==> config.mk <==
export PLATFORM = sky130hd
export DESIGN_NAME = filtered_event_fifo_with_drop_core
export DESIGN_NICKNAME = d
export VERILOG_FILES = /design/src/rtl/fevq_pkg.sv /design/src/rtl/fevq_datapath.sv /design/src/rtl/fevq_ctrl.sv /design/src/rtl/filtered_event_fifo_with_drop_core.sv
export SDC_FILE = /design/constraint.sdc
export NUM_CORES = 2
export LEC_CHECK = 0
export BUFFER_PORTS_ARGS = -buffer_cell sky130_fd_sc_hd__buf_2
export CAP_MARGIN = 5
export CORE_MARGIN = 2
export CORE_UTILIZATION = 61
export DETAILED_ROUTE_END_ITERATION = 16
export PLACE_DENSITY = 0.75
export SKIP_LAST_GASP = 1
export SYNTH_ARGS = -nofsm -noshare
export SYNTH_HDL_FRONTEND = slang
export SYNTH_HIERARCHICAL = 1
export SYNTH_MEMORY_MAX_BITS = 65536
export SYNTH_SLANG_ARGS = --single-unit
export TNS_END_PERCENT = 5
==> constraint.sdc <==
create_clock -name clk -period 7.6 [get_ports clk]
set_input_delay 1.52 -clock clk [delete_from_list [all_inputs] [get_ports clk]]
set_output_delay 1.52 -clock clk [all_outputs]
set_load 0.01 [all_outputs]
==> src/rtl/fevq_pkg.sv <==
// shared types and constants for the filtered event queue
// no dependencies
package fevq_pkg;

  localparam int DEPTH       = 64;
  localparam int PTR_W       = $clog2(DEPTH);
  localparam int CNT_W       = $clog2(DEPTH + 1);
  localparam int PAYLOAD_W   = 32;
  localparam int SEQ_W       = 32;
  localparam int DROP_W      = 32;
  localparam int TYPE_W      = 4;
  localparam int MASK_W      = 16;
  localparam int CAP_W       = 7;
  localparam int CFG_IDX_W   = 2;
  localparam int CFG_DATA_W  = 16;
  localparam int DEFAULT_CAP = 32;

  // input modes
  localparam logic [1:0] MODE_ENQ = 2'd0;
  localparam logic [1:0] MODE_DEQ = 2'd1;
  localparam logic [1:0] MODE_CLR = 2'd2;

  // result status codes
  localparam logic [2:0] ST_STORED  = 3'd0;
  localparam logic [2:0] ST_UNSUB   = 3'd1;
  localparam logic [2:0] ST_CAPDROP = 3'd2;
  localparam logic [2:0] ST_POPPED  = 3'd3;
  localparam logic [2:0] ST_EMPTY   = 3'd4;
  localparam logic [2:0] ST_CLEARED = 3'd5;
  localparam logic [2:0] ST_FULL    = 3'd6;

  // configuration register indexes
  localparam logic [CFG_IDX_W-1:0] CFG_SUBSCRIBED = 2'd0;
  localparam logic [CFG_IDX_W-1:0] CFG_LIFECYCLE  = 2'd1;
  localparam logic [CFG_IDX_W-1:0] CFG_SOFT_CAP   = 2'd2;

  localparam logic [MASK_W-1:0] SUBSCRIBED_RESET = 16'd1;
  localparam logic [MASK_W-1:0] LIFECYCLE_RESET  = 16'd17;

  typedef enum logic [1:0] {
    S_IDLE,
    S_EXEC,
    S_LOAD
  } state_t;

  // controller to datapath commands
  typedef struct packed {
    logic capture;
    logic exec;
    logic load_out;
  } dp_cmd_t;

endpackage

==> src/rtl/fevq_datapath.sv <==
// datapath of the filtered event queue: config, store, pointers, counters, result regs
// depends on fevq_pkg
module fevq_datapath (
  input  logic                                 clk,
  input  logic                                 rst,
  input  fevq_pkg::dp_cmd_t                    cmd,
  input  logic                                 cfg_write,
  input  logic [fevq_pkg::CFG_IDX_W-1:0]       cfg_index,
  input  logic [fevq_pkg::CFG_DATA_W-1:0]      cfg_data,
  input  logic [1:0]                           mode,
  input  logic [fevq_pkg::TYPE_W-1:0]          event_type,
  input  logic [fevq_pkg::PAYLOAD_W-1:0]       event_payload,
  output logic [2:0]                           status,
  output logic [fevq_pkg::TYPE_W-1:0]          out_type,
  output logic [fevq_pkg::PAYLOAD_W-1:0]       out_payload,
  output logic [fevq_pkg::SEQ_W-1:0]           out_sequence,
  output logic [fevq_pkg::CNT_W-1:0]           queue_count,
  output logic [fevq_pkg::DROP_W-1:0]          drop_total
);

  localparam int ENTRY_W = fevq_pkg::TYPE_W + fevq_pkg::SEQ_W + fevq_pkg::PAYLOAD_W;

  logic [fevq_pkg::MASK_W-1:0]    subscribed_mask;
  logic [fevq_pkg::MASK_W-1:0]    lifecycle_mask;
  logic [fevq_pkg::CAP_W-1:0]     soft_cap;

  logic [1:0]                     mode_q;
  logic [fevq_pkg::TYPE_W-1:0]    type_q;
  logic [fevq_pkg::PAYLOAD_W-1:0] payload_q;

  logic [ENTRY_W-1:0]             mem [fevq_pkg::DEPTH];
  logic [ENTRY_W-1:0]             rd_data;

  logic [fevq_pkg::PTR_W-1:0]     head_ptr;
  logic [fevq_pkg::PTR_W-1:0]     tail_ptr;
  logic [fevq_pkg::CNT_W-1:0]     fill_count;
  logic [fevq_pkg::SEQ_W-1:0]     next_seq;
  logic [fevq_pkg::DROP_W-1:0]    drop_counter;

  logic [2:0]                     res_status;
  logic [fevq_pkg::SEQ_W-1:0]     res_seq;
  logic                           res_pop;

  logic                           is_enq;
  logic                           is_clr;
  logic                           subscribed;
  logic                           lifecycle;
  logic                           cap_hit;
  logic                           full;
  logic                           empty;
  logic                           wr_en;
  logic                           rd_en;
  logic                           bump;
  logic [2:0]                     status_next;

  // configuration registers
  always_ff @(posedge clk) begin
    if (rst) begin
      subscribed_mask <= fevq_pkg::SUBSCRIBED_RESET;
      lifecycle_mask  <= fevq_pkg::LIFECYCLE_RESET;
      soft_cap        <= fevq_pkg::CAP_W'(fevq_pkg::DEFAULT_CAP);
    end else if (cfg_write) begin
      case (cfg_index)
        fevq_pkg::CFG_SUBSCRIBED: subscribed_mask <= cfg_data;
        fevq_pkg::CFG_LIFECYCLE:  lifecycle_mask  <= cfg_data;
        fevq_pkg::CFG_SOFT_CAP:   soft_cap        <= cfg_data[fevq_pkg::CAP_W-1:0];
        default: ;
      endcase
    end
  end

  // input capture
  always_ff @(posedge clk) begin
    if (cmd.capture) begin
      mode_q    <= mode;
      type_q    <= event_type;
      payload_q <= event_payload;
    end
  end

  // decision for the captured item
  always_comb begin
    is_enq     = (mode_q == fevq_pkg::MODE_ENQ);
    is_clr     = (mode_q == fevq_pkg::MODE_CLR);
    subscribed = subscribed_mask[type_q];
    lifecycle  = lifecycle_mask[type_q];
    cap_hit    = (32'(fill_count) >= 32'(soft_cap));
    full       = (fill_count == fevq_pkg::CNT_W'(fevq_pkg::DEPTH));
    empty      = (fill_count == '0);
    wr_en      = 1'b0;
    rd_en      = 1'b0;
    bump       = 1'b0;
    if (is_enq) begin
      if (!subscribed) begin
        status_next = fevq_pkg::ST_UNSUB;
      end else if (cap_hit && !lifecycle) begin
        status_next = fevq_pkg::ST_CAPDROP;
        bump        = 1'b1;
      end else if (full) begin
        status_next = fevq_pkg::ST_FULL;
        bump        = 1'b1;
      end else begin
        status_next = fevq_pkg::ST_STORED;
        wr_en       = cmd.exec;
      end
    end else if (is_clr) begin
      status_next = fevq_pkg::ST_CLEARED;
    end else if (empty) begin
      status_next = fevq_pkg::ST_EMPTY;
    end else begin
      status_next = fevq_pkg::ST_POPPED;
      rd_en       = cmd.exec;
    end
  end

  // entry store, registered read
  always_ff @(posedge clk) begin
    if (wr_en) begin
      mem[tail_ptr] <= {type_q, next_seq, payload_q};
    end
    if (rd_en) begin
      rd_data <= mem[head_ptr];
    end
  end

  // pointers and counters
  always_ff @(posedge clk) begin
    if (rst) begin
      head_ptr     <= '0;
      tail_ptr     <= '0;
      fill_count   <= '0;
      next_seq     <= '0;
      drop_counter <= '0;
    end else if (cmd.exec) begin
      if (is_clr) begin
        head_ptr   <= '0;
        tail_ptr   <= '0;
        fill_count <= '0;
      end
      if (wr_en) begin
        tail_ptr   <= tail_ptr + 1'b1;
        fill_count <= fill_count + 1'b1;
        next_seq   <= next_seq + 1'b1;
      end
      if (rd_en) begin
        head_ptr   <= head_ptr + 1'b1;
        fill_count <= fill_count - 1'b1;
      end
      if (bump && (drop_counter != '1)) begin
        drop_counter <= drop_counter + 1'b1;
      end
    end
  end

  // staged result fields
  always_ff @(posedge clk) begin
    if (cmd.exec) begin
      res_status <= status_next;
      res_seq    <= wr_en ? next_seq : '0;
      res_pop    <= rd_en;
    end
  end

  // output register
  always_ff @(posedge clk) begin
    if (cmd.load_out) begin
      status       <= res_status;
      out_type     <= res_pop ? rd_data[ENTRY_W-1 -: fevq_pkg::TYPE_W] : '0;
      out_sequence <= res_pop ? rd_data[fevq_pkg::PAYLOAD_W +: fevq_pkg::SEQ_W] : res_seq;
      out_payload  <= res_pop ? rd_data[fevq_pkg::PAYLOAD_W-1:0] : '0;
      queue_count  <= fill_count;
      drop_total   <= drop_counter;
    end
  end

endmodule

==> src/rtl/fevq_ctrl.sv <==
// controller of the filtered event queue: item sequencing and output valid
// depends on fevq_pkg
module fevq_ctrl (
  input  logic              clk,
  input  logic              rst,
  input  logic              in_valid,
  output logic              in_ready,
  output logic              out_valid,
  input  logic              out_ready,
  output fevq_pkg::dp_cmd_t cmd
);

  fevq_pkg::state_t state;
  fevq_pkg::state_t state_next;
  logic             out_free;

  assign out_free = !out_valid || out_ready;

  always_ff @(posedge clk) begin
    if (rst) begin
      state <= fevq_pkg::S_IDLE;
    end else begin
      state <= state_next;
    end
  end

  // next state
  always_comb begin
    state_next = state;
    case (state)
      fevq_pkg::S_IDLE: if (in_valid) state_next = fevq_pkg::S_EXEC;
      fevq_pkg::S_EXEC: state_next = fevq_pkg::S_LOAD;
      fevq_pkg::S_LOAD: if (out_free) state_next = fevq_pkg::S_IDLE;
      default:          state_next = fevq_pkg::S_IDLE;
    endcase
  end

  // outputs, nothing is taken while reset is held
  always_comb begin
    in_ready     = 1'b0;
    cmd.capture  = 1'b0;
    cmd.exec     = 1'b0;
    cmd.load_out = 1'b0;
    case (state)
      fevq_pkg::S_IDLE: begin
        in_ready    = !rst;
        cmd.capture = in_valid && !rst;
      end
      fevq_pkg::S_EXEC: cmd.exec = 1'b1;
      fevq_pkg::S_LOAD: cmd.load_out = out_free;
      default: ;
    endcase
  end

  // output valid flag
  always_ff @(posedge clk) begin
    if (rst) begin
      out_valid <= 1'b0;
    end else if (cmd.load_out) begin
      out_valid <= 1'b1;
    end else if (out_ready) begin
      out_valid <= 1'b0;
    end
  end

endmodule

==> src/rtl/filtered_event_fifo_with_drop_core.sv <==
// top level of the filtered event queue with tail drop
// depends on fevq_pkg, fevq_ctrl, fevq_datapath
//
// usage
//   input channel in_valid/in_ready carries one item: mode (enqueue, dequeue,
//   clear), event_type and event_payload
//   output channel out_valid/out_ready returns exactly one result per item:
//   status, popped type/payload, sequence number, count after the step and
//   the saturating drop total
//   config port: cfg_write with cfg_index 0 subscribed mask, 1 lifecycle mask,
//   2 soft cap; writes land at once; user writes only while idle, unchecked
// sequencing
//   an accepted item runs capture, execute, load: the result and out_valid
//   are registered when the load step finds the output free
//   one item in flight; no new item is taken until the last one has loaded
//   the single-port 64-entry store with its registered read sets the
//   execute-then-load sequence
// reset and stall
//   rst (sync, active high) empties the queue, zeroes sequence and drop
//   counters and restores the default config; the store itself is not cleared
//   a stalled receiver holds the result in the output register; the next
//   item may still be accepted and executed, then waits to load
module filtered_event_fifo_with_drop_core (
  input  logic                                 clk,
  input  logic                                 rst,
  input  logic                                 cfg_write,
  input  logic [fevq_pkg::CFG_IDX_W-1:0]       cfg_index,
  input  logic [fevq_pkg::CFG_DATA_W-1:0]      cfg_data,
  input  logic                                 in_valid,
  output logic                                 in_ready,
  input  logic [1:0]                           mode,
  input  logic [fevq_pkg::TYPE_W-1:0]          event_type,
  input  logic [fevq_pkg::PAYLOAD_W-1:0]       event_payload,
  output logic                                 out_valid,
  input  logic                                 out_ready,
  output logic [2:0]                           status,
  output logic [fevq_pkg::TYPE_W-1:0]          out_type,
  output logic [fevq_pkg::PAYLOAD_W-1:0]       out_payload,
  output logic [fevq_pkg::SEQ_W-1:0]           out_sequence,
  output logic [fevq_pkg::CNT_W-1:0]           queue_count,
  output logic [fevq_pkg::DROP_W-1:0]          drop_total
);

  // commands from the sequencer to the datapath
  fevq_pkg::dp_cmd_t cmd;

  // item sequencing and output valid
  fevq_ctrl u_ctrl (
    .clk       (clk),
    .rst       (rst),
    .in_valid  (in_valid),
    .in_ready  (in_ready),
    .out_valid (out_valid),
    .out_ready (out_ready),
    .cmd       (cmd)
  );

  // config, store, pointers, counters and result registers
  fevq_datapath u_dp (
    .clk           (clk),
    .rst           (rst),
    .cmd           (cmd),
    .cfg_write     (cfg_write),
    .cfg_index     (cfg_index),
    .cfg_data      (cfg_data),
    .mode          (mode),
    .event_type    (event_type),
    .event_payload (event_payload),
    .status        (status),
    .out_type      (out_type),
    .out_payload   (out_payload),
    .out_sequence  (out_sequence),
    .queue_count   (queue_count),
    .drop_total    (drop_total)
  );

endmodule

==> implementation parameters <==
Parameter                              Value

Outcome
  Run status ... complete, no violations

Timing
  Setup repair after global routing missed its margin ... false
  Final number of setup-violating endpoints ... 0
  TNS Setup ... 0 ns
  Period utilisation layout ... 71.1%
  Pins over their slew limit ... 0
  Endpoints failing hold ... 0
  Final min period ... 5.40 ns
  Transition time of the tightest slew-check pin ... 1.35 ns
  Worst slew slack as a fraction of its limit ... 9.81%
  Maximum clock rate ... 185 MHz
  Worst Skew ... 0.0796 ns

Synthesis
  Mux contribution to synthesized area ... 18.2%
  Simple-gate share of the synthesized area ... 1.56%
  Distinct cell type count of the synthesized netlist ... 63
  Cell area after technology mapping ... 0.180 mm^2
  FFs w/ async S/R, synth ... 0%
  Number of synthesized register bits ... 4729
  Main combinational cell family by area after synthesis ... multiplexers
  Synth Area in Compound Gates ... 0.892%
  Synthesized Nets ... 7528
  Sequential area share after synthesis ... 78.3%
  Count of warnings emitted by yosys ... 6
  Post-synthesis share of cell area spent on xor and xnor gates ... 0.0244%
  Post-synthesis cell count ... 7454
  Avg Inst Size Synth ... 24.1 um^2
  Leading register cell type out of synthesis ... sky130_fd_sc_hd__edfxtp_1
  Share of synthesized cell area in full adder, half adder and majority cells ... 0.0905%
  Number of flops mapped to enable cells by yosys ... 4604

Worst setup path
  Flop2flop setup slack ... 2.20 ns
  Peak fanout along the critical path ... 31
  Critical R2R Launch ... u_dp/type_q[0]
  Critical path capture point ... u_dp/mem[0][57]
  R2R cell count ... 9
  Worst path arrival time ... 5.98 ns
  Reg-to-reg critical path endpoint ... u_dp/mem[0][57]
  Crit path launch ... u_dp/type_q[0]
  Required time reported for the critical path endpoint ... 8.18 ns
  Nature of the critical path endpoint ... flop
  Type of the worst setup path ... flop to flop
  Type of origin of the critical path ... flop

Drt
  Overall via count from detail_route ... 87984
  Via-to-Cell Ratio ... 7.18
  Detail Route Antenna Nets ... 0
  Initial drt markers ... 15779
  Average wire per standard cell ... 39.9 um
  Final wirelength ... 489000 um
  DRC violation count after routing ... 0
  Detailed-router iteration count before antenna repair ... 6

Flow run
  Number of maximum-capacitance constraint violations ... 0

Final layout
  Syn-to-layout area delta ... 12.5%
  Fin cells ... 12248
  Filler cell count in the final layout ... 16684
  Fraction of layout instances using a drive strength above 1 ... 32.1%
  NumNets Final ... 7995

Die
  Number of cell rows ... 199
  Die Y-Extent ... 547 um
  Count of boundary I/O pins ... 173
  Die X-Extent ... 547 um
  Placeable core region ... 0.294 mm^2
  Total Die Area ... 0.299 mm^2
  Starting utilization of the core area ... 61.2%

Global routing
  Global-route wire length before repair ... 687000 um
  Aggregate global-route resource usage ... 32.9%
  Pin count of the biggest net entering global routing ... 135
  Total global routing overflow ... 0
  Initial antenna violation count ... 62
  Vias in the first global route ... 87344

Clock network
  Later-pin clock latency in the skew report ... 1.01 ns
  Post-CTS Repair Setup Buffers ... 0
  # clock sinks ... 4729
  Number of buffers inserted during clock tree synthesis ... 451
  Max Root-Sink Buffers ... 4
  Clock transition at the registers of the reported paths ... 0.06 ns
  Count of cells resized by post-cts repair ... 0
  CTS tree ... yes
  Root buffer cell ... sky130_fd_sc_hd__clkbuf_16
  Number of levels in the clock H-tree ... 5
  Hold bufs inserted after CTS ... 0

Placed design
  Number of cells in the design after placement ... 11386
  GP Congestion ... 0.845
  Total of buffers placed on input and output ports ... 172
  Hpwl dp ... 257000 um

Pwr
  Pwr/cell area ... 256 mW/mm^2
  Leakage ... 0.0613 uW
  VDD IR-drop max ... 0.000230 V

Min path
  Hold Path Class ... flop to flop
==> cell usage in the layout (no fill, tap or decap), types with 25 or more instances in the layout <==
master,count
sky130_fd_sc_hd__buf_2,171
sky130_fd_sc_hd__dfxtp_1,94
sky130_fd_sc_hd__a211oi_1,35
sky130_fd_sc_hd__or2_2,25
sky130_fd_sc_hd__o31ai_1,26
sky130_fd_sc_hd__mux2i_1,46
sky130_fd_sc_hd__nor2_4,64
sky130_fd_sc_hd__and3_1,53
sky130_fd_sc_hd__mux4_2,1402
sky130_fd_sc_hd__buf_4,210
sky130_fd_sc_hd__mux2_2,49
sky130_fd_sc_hd__clkinv_2,80
sky130_fd_sc_hd__clkbuf_16,454
sky130_fd_sc_hd__buf_12,43
sky130_fd_sc_hd__clkinv_1,93
sky130_fd_sc_hd__o21ai_0,25
sky130_fd_sc_hd__bufinv_16,56
sky130_fd_sc_hd__diode_2,25
sky130_fd_sc_hd__nand3_1,52
sky130_fd_sc_hd__nor2b_1,46
sky130_fd_sc_hd__and2_1,42
sky130_fd_sc_hd__nor2_1,43
sky130_fd_sc_hd__nand2_1,109
sky130_fd_sc_hd__a21oi_1,89
sky130_fd_sc_hd__clkbuf_1,82
sky130_fd_sc_hd__edfxtp_1,4604
==> synthesized netlist by cell type (all sizes together), types with 5 or more instances <==
cell type     n  area, um^2
nor2        107         402
nor3          6        35.0
clkbuf      289        1080
and2         43         269
a211oi       35         263
nand2b        7        43.8
and4          5        43.8
o311ai       24         210
nand3b        6        45.0
o31ai        26         195
nor2b        48         303
mux2         52         586
o41ai        11        96.3
nand3        52         260
dfxtp       125        2500
mux2i        46         460
or4          13        97.6
buf         122         518
a21oi        90         450
inv          17        63.8
or3          15        93.8
or2          25         156
o21ai        25         125
nand4        24         150
nand2       109         409
and3         53         332
mux4       1402       31600
ha           13         163
edfxtp     4604      138000
nor4         13        81.3
==> state kept, by name, indices dropped and copies added (netlist names), 7 cells and up <==
name and count:
u_dp/mem 4352, u_dp/rd_data 68, u_dp/drop_counter 32, u_dp/drop_total 32
u_dp/next_seq 32, u_dp/out_payload 32, u_dp/out_sequence 32, u_dp/payload_q 32
u_dp/res_seq 32, u_dp/lifecycle_mask 16, u_dp/subscribed_mask 16, u_dp/fill_count 7
u_dp/queue_count 7, u_dp/soft_cap 7
==> how the worst min path moves through the flow <==
stage / end / depth (start not counted) / from / slack [ns]
CTS: u_dp/status[2] / 0 / u_dp/res_status[2] / 0.42
global route: u_dp/status[2] / 0 / u_dp/res_status[2] / 0.42
floorplan: u_dp/status[0] / 0 / u_dp/res_status[0] / 0.40
detailed placement: u_dp/status[2] / 0 / u_dp/res_status[2] / 0.41
finish: u_dp/status[2] / 0 / u_dp/res_status[2] / 0.42
global placement: u_dp/status[2] / 0 / u_dp/res_status[2] / 0.40
==> logic make-up (layout without fill, tap and decap cells) <==
family / count (synthesis) / count (layout)
compound gates: 243 / 243
fa+ha+maj: 13 / 13
buf+inv: 429 / 1279
other cells: 0 / 25
simple gates: 535 / 535
flops: 4729 / 4729
mux: 1500 / 1500
xor+xnor: 5 / 5
==> area by class of cell <==
class,count,area [um^2],share of cell area [%]
Multi-Input combinational cell,2296,37800,18.7
Tap cell,3919,4900,2.43
Clock buffer,551,11800,5.85
Clock inverter,285,3260,1.61
Timing Repair Buffer,425,3320,1.64
Inverter,18,72.6,0.0359
Antenna cell,25,62.6,0.0310
Sequential cell,4729,141000,69.7
==> power by group <==
group | switching [uW] | leakage (uW) | internal, uW
Clock | 9950 | 0.00733 | 13000
Combinational | 337 | 0.0110 | 101
Sequential | 23.1 | 0.0430 | 28400
Total | 10300 | 0.0613 | 41500
==> worst max-delay path, cell delays in order, from the launching register on <==
cell and delay [ns]:
sky130_fd_sc_hd__edfxtp_1 1.11, sky130_fd_sc_hd__mux2i_1 0.23, sky130_fd_sc_hd__o22ai_1 0.25, sky130_fd_sc_hd__nor3_1 0.09, sky130_fd_sc_hd__o31ai_1 0.57, sky130_fd_sc_hd__a21o_2 0.36
sky130_fd_sc_hd__nand4b_1 0.51, sky130_fd_sc_hd__buf_4 0.39, sky130_fd_sc_hd__nor2_4 0.72, sky130_fd_sc_hd__buf_4 0.68
==> per-stage QoR <==
stage	setup slack [ns]	total power (uW)	hold WS, ns	util, %	instance area [um^2]
after floorplan	0.507	29200	0.400	-	180000
after global placement	2.30	29400	0.403	63.6	187000
after detailed placement	2.37	29400	0.407	63.7	187000
after CTS	2.34	52000	0.422	68.8	202000
after global routing	2.08	52900	0.424	68.8	202000
final	2.20	51800	0.423	68.8	202000
==> metal layers <==
layer  GRT usage [%]  up-vias  routed length (um)
met5               0        -                 312
li1                -    33117                   -
met1            45.8    46350              166000
met3            6.50     1098               61900
met4            15.5       44               26200
met2            51.4     7375              235000
Power figures use the tool's default switching activity.
